File: src/rtl/tcl_ram.sv
// Generic simple dual-port RAM with one write port and a registered read port.
// Depends on nothing.
module tcl_ram #(
    parameter int WIDTH = 8,
    parameter int DEPTH = 16
) (
    input  logic                                   i_clk,
    input  logic                                   i_wr_en,
    input  logic [((DEPTH > 1) ? $clog2(DEPTH) : 1)-1:0] i_wr_addr,
    input  logic [WIDTH-1:0]                       i_wr_data,
    input  logic                                   i_rd_en,
    input  logic [((DEPTH > 1) ? $clog2(DEPTH) : 1)-1:0] i_rd_addr,
    output logic [WIDTH-1:0]                       o_rd_data
);

    logic [WIDTH-1:0] r_mem [DEPTH];
    logic [WIDTH-1:0] r_rd_data;

    always_ff @(posedge i_clk) begin
        if (i_wr_en) begin
            r_mem[i_wr_addr] <= i_wr_data;
        end
        if (i_rd_en) begin
            r_rd_data <= r_mem[i_rd_addr];
        end
    end

    assign o_rd_data = r_rd_data;

endmodule

File: config.mk
export PLATFORM = sky130hd
export DESIGN_NAME = tcl_ram
export DESIGN_NICKNAME = d
export VERILOG_FILES = /design/src/rtl/tcl_ram.sv
export SDC_FILE = /design/constraint.sdc
export NUM_CORES = 1
export LEC_CHECK = 0
export ABC_AREA = 1
export BUFFER_PORTS_ARGS = -buffer_cell sky130_fd_sc_hd__buf_2
export CORE_ASPECT_RATIO = 0.5
export CORE_MARGIN = 3
export CORE_UTILIZATION = 55
export DETAILED_ROUTE_END_ITERATION = 8
export HOLD_SLACK_MARGIN = 0.1
export PLACE_DENSITY = 0.85
export SYNTH_ARGS = -nofsm -noshare
export SYNTH_HDL_FRONTEND = slang
export SYNTH_SLANG_ARGS = --single-unit
File: constraint.sdc
create_clock -name i_clk -period 1 [get_ports i_clk]
set_input_delay 0.05 -clock i_clk [delete_from_list [all_inputs] [get_ports i_clk]]
set_output_delay 0.05 -clock i_clk [all_outputs]
set_load 0.01 [all_outputs]
==> results of run 1 <==
-- sequential cells by signal, summed over array words and instances (netlist names) --
register   cells
r_mem        128
o_rd_data      8
-- through the flow --
stage / hold WS (ps) / util / area, um2
after global routing: 210 / 0.740 / 7310
final: 206 / 0.740 / 7310
after CTS: 185 / 0.718 / 7100
after global placement: 440 / 0.638 / 6310
after floorplan: 149 / - / 5850
after detailed placement: 450 / 0.638 / 6310
-- what timing repair did --
| action | 4_1_cts | 5_1_grt |
|---|---|---|
| gates resized for setup | 46 | 56 |
| buffers inserted | 0 | 0 |
| endpoints found under the hold margin | 136 | 0 |
| endpoints found under the setup margin | 12 | 15 |
| hold buffers | 9 | 0 |
| pin swaps | 34 | 24 |
-- critical path, delay by kind of cell (launching register included) --
| kind | cells | cell delay [ps] |
|---|---|---|
| flops | 1 | 390 |
| simple gates | 6 | 550 |
-- cell type report --
type / count / area (um2)
Inverter: 102 / 383
Fill cell: 533 / 2570
Tap cell: 135 / 169
Multi-Input combinational cell: 289 / 1650
Timing Repair Buffer: 69 / 551
Sequential cell: 136 / 4080
Clock inverter: 9 / 37.5
Clock buffer: 20 / 437
-- layer usage --
| layer | vias to the layer above | share of wire | global-route usage |
|---|---|---|---|
| met5 | - | 0 | 0 |
| met4 | 0 | 0.070 | 0.143 |
| met3 | 164 | 0.16 | 0.116 |
| met2 | 586 | 0.43 | 0.442 |
| met1 | 2200 | 0.34 | 0.357 |
| li1 | 1911 | - | - |
-- Yosys cell counts, drive strengths merged --
cell / count
buf: 24
edfxtp: 136
inv: 102
nand2: 173
nand3: 97
nand3b: 2
nor2: 17
-- worst max path at each step --
stage / start / endpoint
3_5_place_dp: i_rd_addr[0] / o_rd_data[0]$_DFFE_PP_
6_report: r_mem[3][4]$_DFFE_PP_ / o_rd_data[4]$_DFFE_PP_
4_1_cts: o_rd_data[0]$_DFFE_PP_ / o_rd_data[0]
5_1_grt: r_mem[3][4]$_DFFE_PP_ / o_rd_data[4]$_DFFE_PP_
2_1_floorplan: i_wr_addr[3] / r_mem[4][0]$_DFFE_PP_
3_3_place_gp: i_rd_addr[0] / o_rd_data[0]$_DFFE_PP_
-- power by group --
| group | internal (mW) | switching [mW] | leakage, nW |
|---|---|---|---|
| logic | 0.365 | 0.799 | 1.68 |
| registers | 6.43 | 0.0526 | 1.24 |
| clock network | 3.05 | 2.20 | 0.234 |
| total | 9.84 | 3.05 | 3.15 |
-- logic make-up (layout without fill, tap and decap cells) --
kind of cell	after synthesis	count (layout)
flip-flops	136	136
buffers and inverters	126	200
AND/OR/NAND/NOR	289	289
==> out/results.txt, run 1 <==
For the pin with the worst max-slew slack, the measured transition is 540 ps. The adder-cell share of the synthesized area was 0. The tightest min-delay check is of the in -> reg type. The library cell appearing most often on the critical path was sky130_fd_sc_hd__nand2_1. The total clock sinks is 136. The run finished, with violations left. The area growth from synthesis to layout is 25.1%. The final weighted congestion of routability-driven global placement is 0.892, and the number of diodes added for antenna fixing is 0. Input and output buffers added on the ports amount to 26. STA classifies the critical path endpoint as a flip-flop. For the global-route total usage across every layer, the log shows 0.287. The area fraction in compound gates after synthesis works out to 0. The tools report the final worst-path setup slack as -190 ps. The number of distinct standard cells referenced by the synthesized netlist was 11; the detailed-routing iteration count for the pre-antenna-repair pass was 8. The number of antenna violations at the first check in global routing was 0. Path type of the worst setup path: reg -> reg. The slowest stage of the critical path is the sky130_fd_sc_hd__edfxtp_1 cell. The multiplexer area fraction after synthesis works out to 0. Library cell occupying the most area in the post-synthesis netlist: sky130_fd_sc_hd__edfxtp_1. Leaving out fill and tap cells, the most frequent cells in the layout are sky130_fd_sc_hd__nand2_1 (157), sky130_fd_sc_hd__edfxtp_1 (136), sky130_fd_sc_hd__inv_1 (91). Via count of the first global-routing pass: 4529. Along the worst hold path, the cell count comes to 4. The cell sitting at the root of the clock tree is a sky130_fd_sc_hd__clkbuf_16. The final reports fail on setup timing.

TritonCTS built the clock tree. The largest family of logic cells by synthesized area is simple AND/OR/NAND/NOR gates. The period utilization works out to 1.19. Including well taps, the total number of placed cells is 722. For flop-to-flop paths, the worst setup slack is -190 ps. Leakage power summed over all cells: 3.15 nW. The top cell type's share of synthesized area works out to 0.698. Measured along the y axis, the die boundary spans 78.9 um. The tools report the category of the worst setup path launch point as a flip-flop. The signal on the critical path passes through nand2_1 -> nand2_1 -> nand2_1 -> nand3_2 -> nand3_2 -> nand2_2. For the total length of routed wires, the log shows 18400 um.

The number of I/O pins is 27, and the via count normalized by instance count is 6.40. Synthesis produced 551 cells. The detailed-route wire length per cell is 24.2 um.

The simple logic cell fraction of the synthesized area was 0.208. The logs give 12 for the count of endpoints failing setup in the final report and 1360 ps for the arrival time of data at the critical path endpoint. The maximum count of clock buffers along a single path is 2, and the data required time of the worst path is 1170 ps. The final cell count without fillers was 760. The tools report the launch point of the worst hold path as i_rd_addr[3]. For this design the ratio of total power to cell area is 1760 mW/mm2.

Iteration-0 DRC count of the detailed router: 1023. For the max capacitance violation total, the log shows 0. For the post-synthesis instance area, the log shows 0.00585 mm2. The total CTS buffers was 17. The endpoint with the worst hold slack was o_rd_data[7]$_DFFE_PP_.

The core region is 0.00988 mm2. The H-tree was split into 4 levels. After synthesis, the cell types taking the most area are sky130_fd_sc_hd__edfxtp_1 (70%), sky130_fd_sc_hd__nand2_1 (11%), sky130_fd_sc_hd__nand3_1 (8.3%).

Each instance of the synthesized netlist takes up on average 10.6 um2. Entering global routing, the biggest net connects 39 pins. Leaving out fill and tap cells, the most frequent cell in the layout is sky130_fd_sc_hd__nand2_1.

Final-report hold violation count: 0. Count of final max-slew check failures: 0. The standard-cell row count was 25; the setup TNS after final layout was -1650 ps. The highest clock frequency the design can meet came out at 841 MHz.

The die covers 0.0120 mm2. The tools report the relative slew slack as 0.640. Setup repair after global routing could not meet its margin everywhere. The worst voltage drop across the vdd grid is 0.00138 V.

The completed layout was analyzed and its total power is 12.9 mW. For the share of synthesized area occupied by flip-flops and latches, the log shows 0.698. At the later pin of the worst-skew pair, clock insertion delay measures 420 ps. At the end of the flow, the number of nets in the layout was 634.

The largest fanout on the critical path is 1. After legalization and detailed placement, the total HPWL measured 9110 um. The run gives -274 ps as the worst-case setup slack after placement. The synthesized netlist net count is 570. The total overflow left after global routing is 0.

The clock input transition at the sequential cells of the worst setup and hold paths is 60 ps. The count of unresolved DRC violations after routing is 0. The worst reg2reg path depth works out to 6. The register bit total from synthesis works out to 136. The number of synthesis warnings is 0, and the critical path's largest stage delay is 390 ps. The remaining antenna violation count is 0.

The first global-routing pass estimated 25600 um of wire. The origin of the critical flop-to-flop path was r_mem[3][4]$_DFFE_PP_. The effective utilization at floorplan is 0.592.

The clock arrives with 9.69 ps of skew. The routed design could run at a clock period as short as 1190 ps. The number of vias after detailed routing came out at 4861. The terminus of the critical flop-to-flop path is o_rd_data[4]$_DFFE_PP_.

From left edge to right edge, the die measures 152 um. The parity-gate share of the synthesized area counting xor and xnor cells was 0; the share of cells above drive strength 1 was 0.285.
No activity file was read; power rests on OpenSTA's default activity.
==> inputs of run 2 (changes only) <==
==> constraint.sdc (replaced) <==
create_clock -name i_clk -period 1 [get_ports i_clk]
set_input_delay 0.05 -clock i_clk [delete_from_list [all_inputs] [get_ports i_clk]]
set_output_delay 0.05 -clock i_clk [all_outputs]
set_load 0.1 [all_outputs]
==> out/results.txt, run 2 (same netlist as run 1, synthesis figures left out) <==
For flop-to-flop paths, the worst setup slack is -290 ps. The share of cells above drive strength 1 came out at 0.261. In the routed layout, each cell is associated on average with a via count of 6.24. Quantity of I/O buffers inserted on ports: 26. Wires add up to 18400 um. The logs give 0.283 for the global-route total usage across every layer and 4346 for the via count of the first global-routing pass.

The run gives 0.414 as the share of total power in the clock network. At the end of routability-driven placement, the weighted congestion stood at 0.878. For the total CTS buffers, the log shows 17.

After legalization and detailed placement, the total HPWL measured 9250 um. The number of vias after detailed routing was 4745. Standard-cell row count: 25.

Final worst-path setup slack: -286 ps. Area growth from synthesis to layout: 26.0%. IR analysis of the VDD net gives a maximum drop of 0.00127 V. The register with the most flip-flops in the layout has 128 of them.

The worst setup path is of the reg -> reg kind. The H-tree depth came out at 4. In this run the worst setup path terminates at o_rd_data[0]$_DFFE_PP_.

For the relative slew slack, the log shows 0.618. The kind of cell adding the most delay to the critical path was simple AND/OR/NAND/NOR gates. For this run, design rule violations remaining after detail routing come to 0.

The tree is rooted in a sky130_fd_sc_hd__clkbuf_16. For this run, the number of standard cells in the final layout without fillers is 760. The maximum count of clock buffers along a single path is 2, and the time the worst path needs with I/O delays and setup is 1290 ps. Setup repair after global routing could not meet its margin everywhere. The leakage power summed over all cells was 3.18 nW; the height of the die was 78.9 um.

Clock tree synthesis found a total of 136 sinks. The flow ran to the end, but the final reports show violations. The tools report the sequential fraction of design power as 0.483.

The number of antenna violations at the first check in global routing came out at 0. For the count of final max-slew check failures, the log shows 0. The endpoint identified for the worst register-to-register timing path is o_rd_data[0]$_DFFE_PP_. The worst register-to-register path begins at r_mem[10][0]$_DFFE_PP_. The floorplan step defined a die boundary enclosing 0.0120 mm2. The checks that failed: setup timing. STA classifies the critical path startpoint as a flip-flop. The critical path goes through nand2_1 -> nand2_1 -> nand2_1 -> nand3_2 -> nand3_1 -> nand2_1.

Power per unit of standard cell area: 1830 mW/mm2. The library cell appearing most often on the critical path was sky130_fd_sc_hd__nand2_1. TritonCTS built the clock tree. In this design, the stage delay of the slowest critical-path cell is 420 ps.

Static timing analysis puts the maximum clock frequency at 777 MHz. Counting flops per register, the top entry is r_mem. The category of the worst setup path capture point is a flip-flop.

The tools report the net switching power of the design as 3.27 mW. Worst reg2reg path depth: 6. The count of nets left with antenna violations once routing finished came out at 0. For the final database, setup skew stands at 15.7 ps.

For the worst setup path, the data required time is 1170 ps. The first TritonRoute pass finished after 6 iterations. In the layout the commonest cells are sky130_fd_sc_hd__nand2_1 (162), sky130_fd_sc_hd__edfxtp_1 (136), sky130_fd_sc_hd__inv_1 (93).

The tools report the final design instance area without fill as 0.00737 mm2. After layout, the design draws a total of 13.5 mW. For the pin with the worst max-slew slack, the measured transition is 572 ps. Count of endpoints failing setup in the final report: 16.

The run gives 24800 um as the global-route wire length before repair. Core region area: 0.00988 mm2. After global routing the overflow that remains totals 0. The run gives 0 as the max capacitance violation total. The repair_antennas step left the layout with diodes totalling 0. Including well taps, the total number of placed cells is 723.

Slowest library cell on the worst path: sky130_fd_sc_hd__edfxtp_1. The effective utilization at floorplan is 0.592. The tools report the portion of total power attributed to combinational logic as 0.103. The run gives 1450 ps as the arrival time of data at the critical path endpoint.

For the pin count of the biggest net entering global routing, the log shows 50. The critical path depth in cells works out to 6. Kind of path behind the tightest hold check: in -> reg. After clock tree synthesis, the clock-pin slew on the worst setup and hold paths is 60 ps. The critical path contains buffers and inverters numbering 0 combined.

Once placement finished, the instance area stood at 0.00642 mm2. The net switching fraction of the power was 0.243; the period utilization was 1.29. The net count of the finished layout was 634.

Tracing the worst setup path back leads to its startpoint at r_mem[10][0]$_DFFE_PP_. For the number of I/O pins, the log shows 27. Largest fanout on the critical path: 1.

The x dimension of the die is 152 um. The detailed-route wire length per cell was 24.2 um. The clock reaches the later pin of the worst-skew pair after 430 ps. Iteration-0 DRC count of the detailed router: 986. Leaving out fill and tap cells, the most frequent cell in the layout is sky130_fd_sc_hd__nand2_1.

Cell internal power was estimated by the tool at 10.2 mW. The final-report hold violation count is 0.
[run 2: changes by cell type in the layout (fill, tap and decap cells not counted), moves of 2 or more]
cell,previous run,this run
sky130_fd_sc_hd__clkinv_1,6,3
sky130_fd_sc_hd__nand3_4,6,4
sky130_fd_sc_hd__inv_2,11,9
sky130_fd_sc_hd__buf_12,6,13
sky130_fd_sc_hd__inv_1,91,93
sky130_fd_sc_hd__buf_2,26,18
sky130_fd_sc_hd__nand2_1,157,162
sky130_fd_sc_hd__clkbuf_1,3,5
sky130_fd_sc_hd__nand2_2,16,11
sky130_fd_sc_hd__nand3_1,26,36
sky130_fd_sc_hd__nand3_2,65,57
sky130_fd_sc_hd__buf_4,28,30
[run 2: through the flow]
step / worst slack [ps] / utilization / TNS (ps) / hold WS, ps
after floorplan: -0.845 / - / -54.0 / 149
after global placement: -217 / 0.650 / -2310 / 436
after detailed placement: -250 / 0.650 / -6070 / 443
after CTS: -172 / 0.730 / -1570 / 111
after global routing: -333 / 0.745 / -2780 / 129
final: -286 / 0.745 / -2460 / 126
[run 2: worst min-delay path by stage]
stage | start | end | cells past startpoint
3_5_place_dp | i_rd_en | o_rd_data[6]$_DFFE_PP_ | 1
5_1_grt | i_wr_data[1] | r_mem[4][1]$_DFFE_PP_ | 1
3_3_place_gp | i_rd_en | o_rd_data[6]$_DFFE_PP_ | 1
6_report | i_wr_data[1] | r_mem[1][1]$_DFFE_PP_ | 1
2_1_floorplan | i_wr_data[0] | r_mem[0][0]$_DFFE_PP_ | 0
4_1_cts | i_wr_data[1] | r_mem[7][1]$_DFFE_PP_ | 1
[run 2: repair_timing]
| action | CTS | global route |
|---|---|---|
| gates resized for setup | 45 | 38 |
| pin swaps | 24 | 22 |
| hold buffers | 8 | 0 |
| setup endpoints to repair | 16 | 16 |
| hold endpoints to repair | 120 | 0 |
| setup buffers | 0 | 0 |
[run 2: metal layers]
metal	wire length, um	track usage	up-vias	share of wire
met2	8040	0.445	532	0.44
met3	2750	0.0762	143	0.15
met5	0	0	-	0
met1	6360	0.373	2161	0.35
met4	1230	0.132	0	0.067
li1	-	-	1909	-
[run 2: layout make-up]
class / instances / area, um2
timing repair buffer: 69 / 656
sequential: 136 / 4080
clock inverter: 7 / 56.3
inverter: 102 / 383
multi-input combinational: 289 / 1580
clock buffer: 22 / 444
fill: 527 / 2520
tap: 135 / 169
[run 2: power by group through the flow]
stage	Clock (mW)	Sequential, mW	Combinational (mW)
detailed placement	0	6.60	1.12
global placement	0	6.60	1.08
floorplan	0	6.77	0.450
CTS	5.47	6.49	1.25
global route	5.82	6.50	1.43
finish	5.57	6.50	1.38
