<file path="src/rtl/tcl_pkg.sv">
// Package of the two-way cache lookup block: word types, codes and the LFSR step.
// Depends on nothing.
package tcl_pkg;

    localparam logic [15:0] SEED_RESET      = 16'hACE1;
    localparam logic [15:0] LFSR_TAPS       = 16'hB400;
    localparam logic        REG_VICTIM_SEED = 1'b0;
    localparam logic        OP_READ         = 1'b0;
    localparam logic        OP_WRITE        = 1'b1;

    typedef struct packed {
        logic [31:0] address;
        logic        opcode;
        logic [7:0]  write_byte;
    } t_in_word;

    typedef struct packed {
        logic [7:0] read_byte;
        logic       was_hit;
        logic       needs_writeback;
        logic       used_way;
    } t_out_word;

    typedef struct packed {
        logic load;
        logic step;
    } t_victim_ctl;

    typedef enum logic [1:0] {
        ST_CLEAR,
        ST_IDLE,
        ST_LOOK
    } t_state;

    function automatic logic [15:0] lfsr_next(input logic [15:0] s);
        logic [15:0] r;
        r = s >> 1;
        if (s[0]) begin
            r = r ^ LFSR_TAPS;
        end
        return r;
    endfunction

endpackage

</file>
<file path="src/rtl/tcl_victim.sv">
// Victim way choice: 16-bit Galois LFSR and its reduction modulo the way count.
// Depends on tcl_pkg.
module tcl_victim
    import tcl_pkg::*;
#(
    parameter int WAYS = 2
) (
    input  logic                                i_clk,
    input  logic                                i_rst_n,
    input  t_victim_ctl                         i_ctl,
    input  logic [15:0]                         i_seed,
    output logic [((WAYS > 1) ? $clog2(WAYS) : 1)-1:0] o_victim
);

    localparam int WAY_W = (WAYS > 1) ? $clog2(WAYS) : 1;
    localparam int unsigned WEIGHT [16] = '{
        (1 << 0) % WAYS,  (1 << 1) % WAYS,  (1 << 2) % WAYS,  (1 << 3) % WAYS,
        (1 << 4) % WAYS,  (1 << 5) % WAYS,  (1 << 6) % WAYS,  (1 << 7) % WAYS,
        (1 << 8) % WAYS,  (1 << 9) % WAYS,  (1 << 10) % WAYS, (1 << 11) % WAYS,
        (1 << 12) % WAYS, (1 << 13) % WAYS, (1 << 14) % WAYS, (1 << 15) % WAYS
    };

    logic [15:0] r_lfsr;
    logic [15:0] n_lfsr;
    logic [15:0] lfsr_adv;
    logic [9:0]  residue;

    // Each bit contributes its power of two modulo the way count; the small
    // sum is then brought below the way count by restoring subtraction.
    always_comb begin
        residue = '0;
        for (int i = 0; i < 16; i++) begin
            if (lfsr_adv[i]) begin
                residue = residue + 10'(WEIGHT[i]);
            end
        end
        for (int k = 6; k >= 0; k--) begin
            if (residue >= 10'(WAYS << k)) begin
                residue = residue - 10'(WAYS << k);
            end
        end
    end

    assign lfsr_adv = lfsr_next(r_lfsr);
    assign o_victim = residue[WAY_W-1:0];

    always_comb begin
        n_lfsr = r_lfsr;
        if (i_ctl.load) begin
            n_lfsr = i_seed;
        end else if (i_ctl.step) begin
            n_lfsr = lfsr_adv;
        end
    end

    always_ff @(posedge i_clk) begin
        if (!i_rst_n) begin
            r_lfsr <= SEED_RESET;
        end else begin
            r_lfsr <= n_lfsr;
        end
    end

endmodule

</file>
<file path="config.mk">
export PLATFORM = sky130hd
export DESIGN_NAME = tcl_victim
export DESIGN_NICKNAME = d
export VERILOG_FILES = /design/src/rtl/tcl_pkg.sv /design/src/rtl/tcl_victim.sv
export SDC_FILE = /design/constraint.sdc
export NUM_CORES = 1
export LEC_CHECK = 0
export BUFFER_PORTS_ARGS = -buffer_cell sky130_fd_sc_hd__buf_2
export CAP_MARGIN = 20
export CORE_UTILIZATION = 30
export DETAILED_ROUTE_END_ITERATION = 10
export GPL_ROUTABILITY_DRIVEN = 0
export PLACE_DENSITY_LB_ADDON = 0.12
export REMOVE_ABC_BUFFERS = 1
export SLEW_MARGIN = 20
export SYNTH_ARGS = -nofsm -noshare
export SYNTH_HDL_FRONTEND = slang
export SYNTH_SLANG_ARGS = --single-unit
</file>
<file path="constraint.sdc">
create_clock -name i_clk -period 2.9 [get_ports i_clk]
set_input_delay 0.29 -clock i_clk [delete_from_list [all_inputs] [get_ports i_clk]]
set_output_delay 0.29 -clock i_clk [all_outputs]
set_load 0.05 [all_outputs]
</file>
==> impl_metrics.csv, run 1 <==
group,metric,value,unit
synthesis,ys.flop_type,"dfxtp_1",
die,initial_core_util,32.7,%
finish,final_nets,114,
worst_setup_path,critPathTopFamily,"flip-flops",
timing,min_period_over_period,41.5,%
timing,rsz0062_at_grt,"no",
power_and_ir_drop,power_leakage,0.000488,uW
detailed_routing,routed_via_density,4.92,
worst_setup_path,worst_ep_arrival_time,0.91,ns
die,fp.dieArea,2990,um2
worst_setup_path,cp.depth,1,
worst_setup_path,timing.rr.start,"r_lfsr[0]",
grt,grt_max_degree,29,
finish,syn2layout_area_growth,12.9,%
finish,final_util,36.9,%
clock_network,cts.clk_slew.worst_paths,0.09,ns
worst_setup_path,crit_end,"o_victim",
detailed_routing,wirelength,1.43,mm
power_and_ir_drop,vdd_drop_max,0.000187,V
detailed_routing,drtAntennaViolNets,0,
grt,grt_use_total,11.5,%
placement,io_buffers,20,
grt,grt_pass1_wl,2.41,mm
detailed_routing,dr_total_vias,600,
finish,largestRegisters,"r_lfsr: 16 flops",
placement,placedCellCount,119,
clock_network,cts_buffers,3,
synthesis,synth_top_cell_area_share,38.5,%
clock_network,cts_buffer_depth,2,
worst_setup_path,worst_path_max_delay_cell,"dfxtp_1",
worst_setup_path,crit_type,"flip-flop to output pin",
timing,worst_pin_slew,0.438,ns
die,ios,21,
clock_network,cts-root-buf,"clkbuf_4",
clock_network,postCtsSetupBuffers,0,
timing,fin_tns_setup,0,ns
timing,finalHoldViolCount,0,
worst_setup_path,reg2regPathDepth,2,
finish,final_layout_size_suffix_gt1_share,34.8,%
synthesis,synth_seq_cells,16,
worst_setup_path,ff2ff_setup_slack,1.96,ns
clock_network,holdBufCountCts,0,
power_and_ir_drop,p_total,437,uW
synthesis,yosys_warnings,0,
grt,gr-total-overflow,0,
worst_setup_path,setup.worst_path.end_class,"output pin",
detailed_routing,routed.top_layer,"met4",
worst_setup_path,critical_path.cell_chain,"buf_2",
synthesis,yosysUniqueCellTypes,22,
timing,max_freq,0.831,GHz
min_path,worstHoldPathType,"primary input to flip-flop",
timing,finalMaxSlewViolations,0,
synthesis,syn-instance-count,76,
run,drv_cap,0,
timing,worst_hold_slack,0.324,ns
worst_setup_path,rr_endpoint,"r_lfsr[12]",
status,status,"complete, no violations",
synthesis,synth.largest_area_cell,"dfxtp_1",
finish,largest_reg_flops,16,
die,die_h,54.7,um
power_and_ir_drop,cellPowerDensity,465,nW/um2
detailed_routing,met1_length,682,um
finish,n_fill_cell,274,
worst_setup_path,slowest_delay,0.36,ns
grt,antenna_found_initial,0,
clock_network,clock_latency,0.28,ns
finish,top_register,"r_lfsr",
grt,grt_pass1_vias,562,
timing,finalClockSkew,0.00537,ns
worst_setup_path,critPathMaxFanout,3,
detailed_routing,met3_length,63,um
synthesis,synth_common_cells,"16 x dfxtp_1, 8 x and3b_1, 7 x nand2b_1, 7 x o211a_1",
clock_network,post_cts_resized,0,
timing,slew_headroom,70.8,%
worst_setup_path,start_kind,"flip-flop",
detailed_routing,dr.pass1.iters,2,
clock_network,cts_tree,"yes",
timing,final-setup-viol-count,0,
detailed_routing,drt_iter0_drc,4,
synthesis,synth.most_common_cell,"dfxtp_1",
finish,layoutNonFillerInstCount,122,
synthesis,mappedNetlistArea,832,um2
synthesis,syn_area_per_cell,10.9,um2
die,coreArea,2540,um2
detailed_routing,wl_per_cell,11.7,um
detailed_routing,drc,0,
worst_setup_path,cp.required,2.61,ns
synthesis,synth_edf_count,0,
clock_network,cts.sinks,16,
detailed_routing,wl_met2,667,um
synthesis,async_flop_share,0,%
die,num_rows,18,
timing,min_period,1.20,ns
clock_network,htree_levels,1,
die,die_w,54.7,um
worst_setup_path,startpoint,"r_lfsr[1]",
worst_setup_path,path_buf_inv,1,
synthesis,seq_area_frac_synth,38.5,%
finish,n_antenna_cell,0,
synthesis,synthTopCellsByArea,"dfxtp_1 38%, and3b_1 8.4%, o211a_1 8.4%, mux2_2 8.1%, mux2i_1 7.2%",
kinds of logic (layout without fill, tap and decap cells):
| family | count (synthesis) | after routing | synth area share [%] |
|---|---|---|---|
| xor+xnor | 3 | 3 | 3.16 |
| compound gates | 16 | 16 | 14.9 |
| flops | 16 | 16 | 38.5 |
| simple gates | 21 | 21 | 20.0 |
| buf+inv | 7 | 23 | 6.32 |
| mux | 13 | 13 | 17.1 |
per-layer routing:
layer	vias to the layer above	global-route usage, %
met5	-	0
met4	0	5.13
met3	2	3.33
met2	12	19.7
met1	274	13.1
li1	312	-
cells in the final DEF (no fill, tap or decap):
cell type  netlist  final
a211o_1          1      1
a211oi_1         2      2
a21oi_1          6      6
and3_1           1      1
and3b_1          8      8
and3b_2          1      1
and4bb_2         1      1
buf_2            2     20
clkbuf_4         0      3
dfxtp_1         16     16
mux2_2           6      6
mux2_4           1      1
mux2i_1          6      6
nand2b_1         7      7
nor2b_1          1      1
nor4b_1          2      2
o211a_1          7      7
xnor2_1          2      2
xor2_1           1      1
power by group:
group / internal (uW) / total, uW / leakage [uW] / switching (uW)
sequential: 237 / 248 / 0.000133 / 10.5
combinational: 42.9 / 75.0 / 0.000341 / 32.1
clock: 48.0 / 114 / 0.0000138 / 65.8
total: 328 / 437 / 0.000488 / 108
metrics by stage:
stage | cell area, um2 | worst slack, ns
2_1_floorplan | 779 | 1.81
3_3_place_gp | 917 | 1.57
3_5_place_dp | 917 | 1.56
4_1_cts | 940 | 1.69
5_1_grt | 940 | 1.65
6_report | 940 | 1.70
worst min-delay path by stage:
stage	endpoint	depth (start not counted)	slack, ns	start
floorplan	r_lfsr[14]	1	0.42	i_rst_n
global placement	r_lfsr[7]	2	0.53	r_lfsr[7]
detailed placement	r_lfsr[15]	2	0.53	r_lfsr[15]
CTS	r_lfsr[9]	3	0.32	i_seed[9]
global route	r_lfsr[9]	3	0.32	i_seed[9]
finish	r_lfsr[14]	3	0.32	i_seed[14]
area by class of cell:
cell class / instances / area, um2 / area share (%)
clock buffer: 3 / 22.5 / 2.40
multi-input combinational: 53 / 459 / 48.9
sequential: 16 / 320 / 34.1
tap: 30 / 37.5 / 3.99
timing repair buffer: 20 / 100 / 10.7
Power figures use the tool's default switching activity.
==> inputs of run 2 (changes only) <==
--- a/config.mk
+++ b/config.mk
@@ -5,6 +5,7 @@
 export SDC_FILE = /design/constraint.sdc
 export NUM_CORES = 1
 export LEC_CHECK = 0
+export ABC_AREA = 1
 export BUFFER_PORTS_ARGS = -buffer_cell sky130_fd_sc_hd__buf_2
 export CAP_MARGIN = 20
 export CORE_UTILIZATION = 30
==> constraint.sdc (replaced) <==
create_clock -name i_clk -period 1.2 [get_ports i_clk]
set_input_delay 0.12 -clock i_clk [delete_from_list [all_inputs] [get_ports i_clk]]
set_output_delay 0.12 -clock i_clk [all_outputs]
set_load 0.05 [all_outputs]
==> run 2 against run 1 <==
  * Routed wire length up 21%
  * First-iteration DRC count up 25%
  * Power rose to 2.6 times the previous value
  * Setup slack worse by 1.5 ns
  * Global-route usage up 2.7 points
  * Synthesized cell count up 39%
  * Non-clock buffer count up 2
  * Highest routed layer unchanged
==> impl_metrics.csv, run 2 <==
group,metric,value,unit
status,status,"complete, no violations",
grt,grtUsageMet3,2.92,%
die,num_rows,17,
grt,use_met1,18.3,%
grt,grt_max_degree,17,
detailed_routing,drtAntennaViolNets,0,
die,coreArea,2280,um2
run,drv_cap,0,
placement,placedCellCount,151,
power_and_ir_drop,cellPowerDensity,1270,nW/um2
clock_network,htree_levels,1,
synthesis,mappedNetlistArea,747,um2
clock_network,cts_tree,"yes",
synthesis,synth.largest_area_cell,"dfxtp_1",
timing,min_period_over_period,87.7,%
synthesis,synthTopCellsByArea,"dfxtp_1 43%, nand2_1 20%, a21oi_1 10%, nand3_1 7.4%, inv_1 3.5%",
synthesis,yosys_warnings,0,
timing,finalHoldViolCount,0,
finish,syn2layout_area_growth,19.9,%
power_and_ir_drop,power_leakage,0.000435,uW
timing,final-setup-viol-count,0,
detailed_routing,drt_iter0_drc,5,
synthesis,yosys-mux-area-fraction,0,%
die,die_h,51.9,um
finish,seqCellArea,320,um2
finish,largest_reg_flops,16,
synthesis,synth_common_cells,"39 x nand2_1, 16 x dfxtp_1, 15 x a21oi_1, 11 x nand3_1, 7 x inv_1",
grt,grt_pass1_vias,647,
worst_setup_path,crit_type,"flip-flop to output pin",
clock_network,cts_buffers,3,
clock_network,cts.clk_slew.worst_paths,0.10,ns
worst_setup_path,setup.worst_path.end_class,"output pin",
timing,min_period,1.05,ns
clock_network,holdBufCountCts,0,
detailed_routing,drc,0,
timing,slew_headroom,73.7,%
finish,n_fill_cell,253,
power_and_ir_drop,vdd_drop_max,0.000477,V
die,ios,21,
timing,fin_ws,0.148,ns
die,fp.dieArea,2690,um2
finish,mostFrequentLayoutCell,"nand2_1",
min_path,worstHoldPathType,"primary input to flip-flop",
finish,layoutNonFillerInstCount,155,
finish,final_layout_size_suffix_gt1_share,22.8,%
grt,antenna_found_initial,0,
die,initial_core_util,32.8,%
finish,largestRegisters,"r_lfsr: 16 flops",
placement,io_buffers,20,
worst_setup_path,slowest_delay,0.37,ns
synthesis,syn_area_per_cell,7.05,um2
grt,busiest_layer,"met2",
grt,grt_use_total,14.2,%
timing,fin_tns_setup,0,ns
synthesis,synth.most_common_cell,"nand2_1",
worst_setup_path,critPathTopFamily,"flip-flops",
placement,pre_cts_slack,0.269,ns
detailed_routing,wl_per_cell,11.2,um
synthesis,syn-instance-count,106,
clock_network,post_cts_resized,0,
finish,top_register,"r_lfsr",
clock_network,cts-root-buf,"clkbuf_4",
synthesis,async_flop_share,0,%
detailed_routing,dr.pass1.iters,4,
worst_setup_path,start_kind,"flip-flop",
timing,rsz0062_at_grt,"no",
detailed_routing,wirelength,1.73,mm
grt,gr-total-overflow,0,
finish,final_nets,148,
clock_network,clock_latency,0.28,ns
synthesis,ys.flop_type,"dfxtp_1",
finish,n_antenna_cell,0,
detailed_routing,dr_total_vias,725,
synthesis,yosysUniqueCellTypes,14,
synthesis,synth_top_family_by_area,"simple AND/OR/NAND/NOR gates",
grt,met2_usage,22.4,%
worst_setup_path,cp.required,1.08,ns
worst_setup_path,worst_path_max_delay_cell,"dfxtp_1",
worst_setup_path,critical_path.cell_chain,"buf_2",
finish,layout_common_cells,"39 x nand2_1, 20 x buf_2, 16 x dfxtp_1",
timing,finalClockSkew,0.00627,ns
placement,hpwl,1.22,mm
synthesis,synth_edf_count,0,
synthesis,synth-simple-area-share,30.0,%
synthesis,synth_compound_area_share,15.7,%
clock_network,postCtsSetupBuffers,0,
timing,finalMaxSlewViolations,0,
finish,final_util,39.4,%
detailed_routing,routed_via_density,4.68,
clock_network,cts.sinks,16,
timing,worst_pin_slew,0.394,ns
die,die_w,51.9,um
finish,multi_input_area,359,um2
timing,max_freq,0.950,GHz
synthesis,synth_top_cell_area_share,42.9,%
worst_setup_path,path_buf_inv,1,
worst_setup_path,critPathMaxFanout,3,
synthesis,synthAdderAreaFrac,0,%
synthesis,synth-xor-area-share,2.35,%
synthesis,seq_area_frac_synth,42.9,%
synthesis,synth_seq_cells,16,
grt,grt_pass1_wl,2.78,mm
worst_setup_path,worst_ep_arrival_time,0.93,ns
clock_network,cts_buffer_depth,2,
[run 2: changes by cell type in the layout (fill, tap and decap cells not counted), sizes merged, moves of 2 or more]
cell,before,now
nand2,0,39
nand3,0,11
a21oi,6,15
and3b,9,0
inv,0,8
mux2,7,0
nand2b,7,0
o211a,7,0
o21ai,0,7
mux2i,6,0
a211oi,2,0
buf,20,22
nor2,0,2
nor4b,2,0
[run 2: power breakdown]
part,internal (uW),total (uW),switching [uW],leakage (uW)
sequential,573,600,26.4,0.000133
combinational,75.6,178,102,0.000280
clock,185,359,175,0.0000210
[run 2: per-layer routing]
| layer | routed length [um] | share of wire [%] |
|---|---|---|
| met4 | 17 | 0.98 |
| met2 | 805 | 47 |
| met1 | 848 | 49 |
| met5 | 0 | 0 |
| met3 | 58 | 3.4 |
[run 2: through the flow]
stage / hold WS [ns] / power [uW] / area (um2)
finish: 0.0428 / 1140 / 896
floorplan: 0.218 / 710 / 709
CTS: 0.0357 / 1160 / 896
global placement: 0.340 / 789 / 860
global route: 0.0370 / 1210 / 896
detailed placement: 0.345 / 790 / 860
[run 2: path summary, 6_finish.rpt]
path	start	end	slack, ns	cells past startpoint
setup / recovery	r_lfsr[1]	o_victim	0.15	1
hold / removal	i_seed[11]	r_lfsr[11]	0.04	3
setup reg to reg	r_lfsr[0]	r_lfsr[12]	0.32	4
hold reg to reg	r_lfsr[7]	r_lfsr[6]	0.47	2
[run 2: cell type report]
| type | instances | share of cell area (%) |
|---|---|---|
| multi-input combinational | 77 | 40.1 |
| sequential | 16 | 35.8 |
| timing repair buffer | 22 | 12.8 |
| clock buffer | 4 | 4.05 |
| tap | 28 | 3.91 |
| inverter | 8 | 3.35 |
[run 2: cells by family after synthesis]
| group | after synthesis |
|---|---|
| flops | 16 |
| simple gates | 52 |
| buf+inv | 13 |
| xor+xnor | 2 |
| compound gates | 23 |
[run 2: worst register-to-register path, stage by stage, from the launching register on]
cell,delay [ns]
dfxtp_1,0.45
inv_1,0.09
nand2_1,0.07
nand3_1,0.07
a21oi_1,0.14
==> inputs of run 3 (changes only) <==
--- a/config.mk
+++ b/config.mk
@@ -6,7 +6,7 @@
 export NUM_CORES = 1
 export LEC_CHECK = 0
 export ABC_AREA = 1
-export BUFFER_PORTS_ARGS = -buffer_cell sky130_fd_sc_hd__buf_2
+export BUFFER_PORTS_ARGS = -buffer_cell sky130_fd_sc_hd__clkbuf_2
 export CAP_MARGIN = 20
 export CORE_UTILIZATION = 30
 export DETAILED_ROUTE_END_ITERATION = 10
==> run 3 against run 2 <==
  * Clock power barely moved
  * Maximum frequency fell by 3.2%
  * Sequential share of layout area did not move
  * Final cell count did not move
  * Non-clock buffer count did not move
  * Global-route usage fell by 0.052 points
  * Routed wire length fell by 1.9%
  * Die area did not move
  * Via count fell by 0.69%
  * Setup slack got worse by 0.035 ns
==> impl_metrics.csv, run 3 (synthesized netlist as in run 2, its figures left out) <==
group,metric,value,unit
power_and_ir_drop,power_leakage,0.000439,uW
status,status,"complete, no violations",
timing,fin_tns_setup,0,ns
detailed_routing,dr_total_vias,720,
grt,grt_pass1_wl,2.77,mm
timing,slew_headroom,74.4,%
finish,final_nets,148,
clock_network,cts.sinks,16,
clock_network,holdBufCountCts,0,
timing,final-setup-viol-count,0,
worst_setup_path,rr_endpoint,"r_lfsr[12]",
die,initial_core_util,32.8,%
clock_network,clock_latency,0.29,ns
timing,rsz0062_at_grt,"no",
power_and_ir_drop,cellPowerDensity,1270,nW/um2
finish,final_layout_size_suffix_gt1_share,22.8,%
timing,min_period,1.09,ns
min_path,worstHoldStart,"i_seed[5]",
grt,antenna_found_initial,0,
die,ios,21,
timing,worst_pin_slew,0.383,ns
die,die_h,51.9,um
finish,n_antenna_cell,0,
worst_setup_path,critical_path.cell_chain,"clkbuf_2",
finish,layout_common_cells,"39 x nand2_1, 20 x clkbuf_2, 16 x dfxtp_1",
worst_setup_path,worst_path_max_delay_cell,"dfxtp_1",
clock_network,cts_buffers,3,
power_and_ir_drop,vdd_drop_max,0.000536,V
detailed_routing,routed_via_density,4.65,
worst_setup_path,slowest_delay,0.38,ns
grt,grt_use_total,14.2,%
finish,top_register,"r_lfsr",
detailed_routing,drtAntennaViolNets,0,
worst_setup_path,path_buf_inv,1,
placement,placedCellCount,151,
grt,grt_pass1_vias,645,
die,coreArea,2280,um2
clock_network,post_cts_resized,0,
timing,min_period_over_period,90.6,%
clock_network,cts-root-buf,"clkbuf_4",
die,fp.dieArea,2690,um2
detailed_routing,drc,0,
finish,seqCellArea,320,um2
grt,grt_max_degree,17,
detailed_routing,wl_per_cell,10.9,um
min_path,worstHoldPathType,"primary input to flip-flop",
finish,largest_reg_flops,16,
detailed_routing,wirelength,1.70,mm
worst_setup_path,worst_ep_arrival_time,0.97,ns
clock_network,cts.clk_slew.worst_paths,0.10,ns
timing,max_freq,0.920,GHz
worst_setup_path,cp.required,1.08,ns
finish,n_fill_cell,253,
finish,largestRegisters,"r_lfsr: 16 flops",
timing,finalHoldViolCount,0,
clock_network,cts_tree,"yes",
min_path,holdPathStages,3,
die,num_rows,17,
min_path,hold_path_end,"r_lfsr[5]",
placement,io_buffers,20,
worst_setup_path,critPathMaxFanout,3,
worst_setup_path,setup.worst_path.end_class,"output pin",
timing,finalMaxSlewViolations,0,
worst_setup_path,start_kind,"flip-flop",
worst_setup_path,timing.rr.start,"r_lfsr[0]",
clock_network,postCtsSetupBuffers,0,
worst_setup_path,cp.depth,1,
detailed_routing,dr.pass1.iters,4,
die,die_w,51.9,um
grt,gr-total-overflow,0,
placement,hpwl,1.26,mm
run,drv_cap,0,
worst_setup_path,reg2regPathDepth,4,
finish,mostFrequentLayoutCell,"nand2_1",
clock_network,cts_buffer_depth,2,
finish,syn2layout_area_growth,19.9,%
worst_setup_path,critPathTopFamily,"flip-flops",
detailed_routing,drt_iter0_drc,18,
worst_setup_path,ff2ff_setup_slack,0.34,ns
finish,layoutNonFillerInstCount,155,
worst_setup_path,crit_type,"flip-flop to output pin",
clock_network,htree_levels,1,
finish,multi_input_area,359,um2
timing,finalClockSkew,0.00128,ns
-- run 3: final cells by class --
| class | count | share of cell area (%) |
|---|---|---|
| inverter | 8 | 3.35 |
| multi-input combinational | 77 | 40.1 |
| clock buffer | 4 | 4.05 |
| timing repair buffer | 22 | 12.8 |
| tap | 28 | 3.91 |
| sequential | 16 | 35.8 |
-- run 3: power by group --
part           switching (uW)  internal (uW)
clock                     176            185
combinational             102           75.5
sequential               25.6            573
-- run 3: per-layer routing --
layer	GRT usage [%]	routed length, um	vias up	share of wire, %
met4	8.11	29	0	1.7
met1	17.5	816	317	48
met5	0	0	-	0
met3	1.75	64	4	3.8
met2	23.5	785	15	46
li1	-	-	384	-
-- run 3: worst max path at each step --
stage	start	to	slack, ns
3_3_place_gp	i_ctl[1]	r_lfsr[14]	0.25
3_5_place_dp	i_ctl[1]	r_lfsr[8]	0.22
2_1_floorplan	r_lfsr[1]	r_lfsr[1]	0.28
6_report	r_lfsr[1]	o_victim	0.11
5_1_grt	r_lfsr[1]	o_victim	0.07
4_1_cts	r_lfsr[1]	o_victim	0.1
-- run 3: through the flow --
stage	hold WS [ns]	area (um2)	util, %	total power [uW]	worst slack (ns)
after floorplan	0.218	709	-	710	0.282
after global placement	0.348	860	37.8	790	0.246
after detailed placement	0.357	860	37.8	790	0.220
after CTS	0.0454	896	39.4	1160	0.0991
after global routing	0.0597	896	39.4	1210	0.0724
final	0.0560	896	39.4	1140	0.113
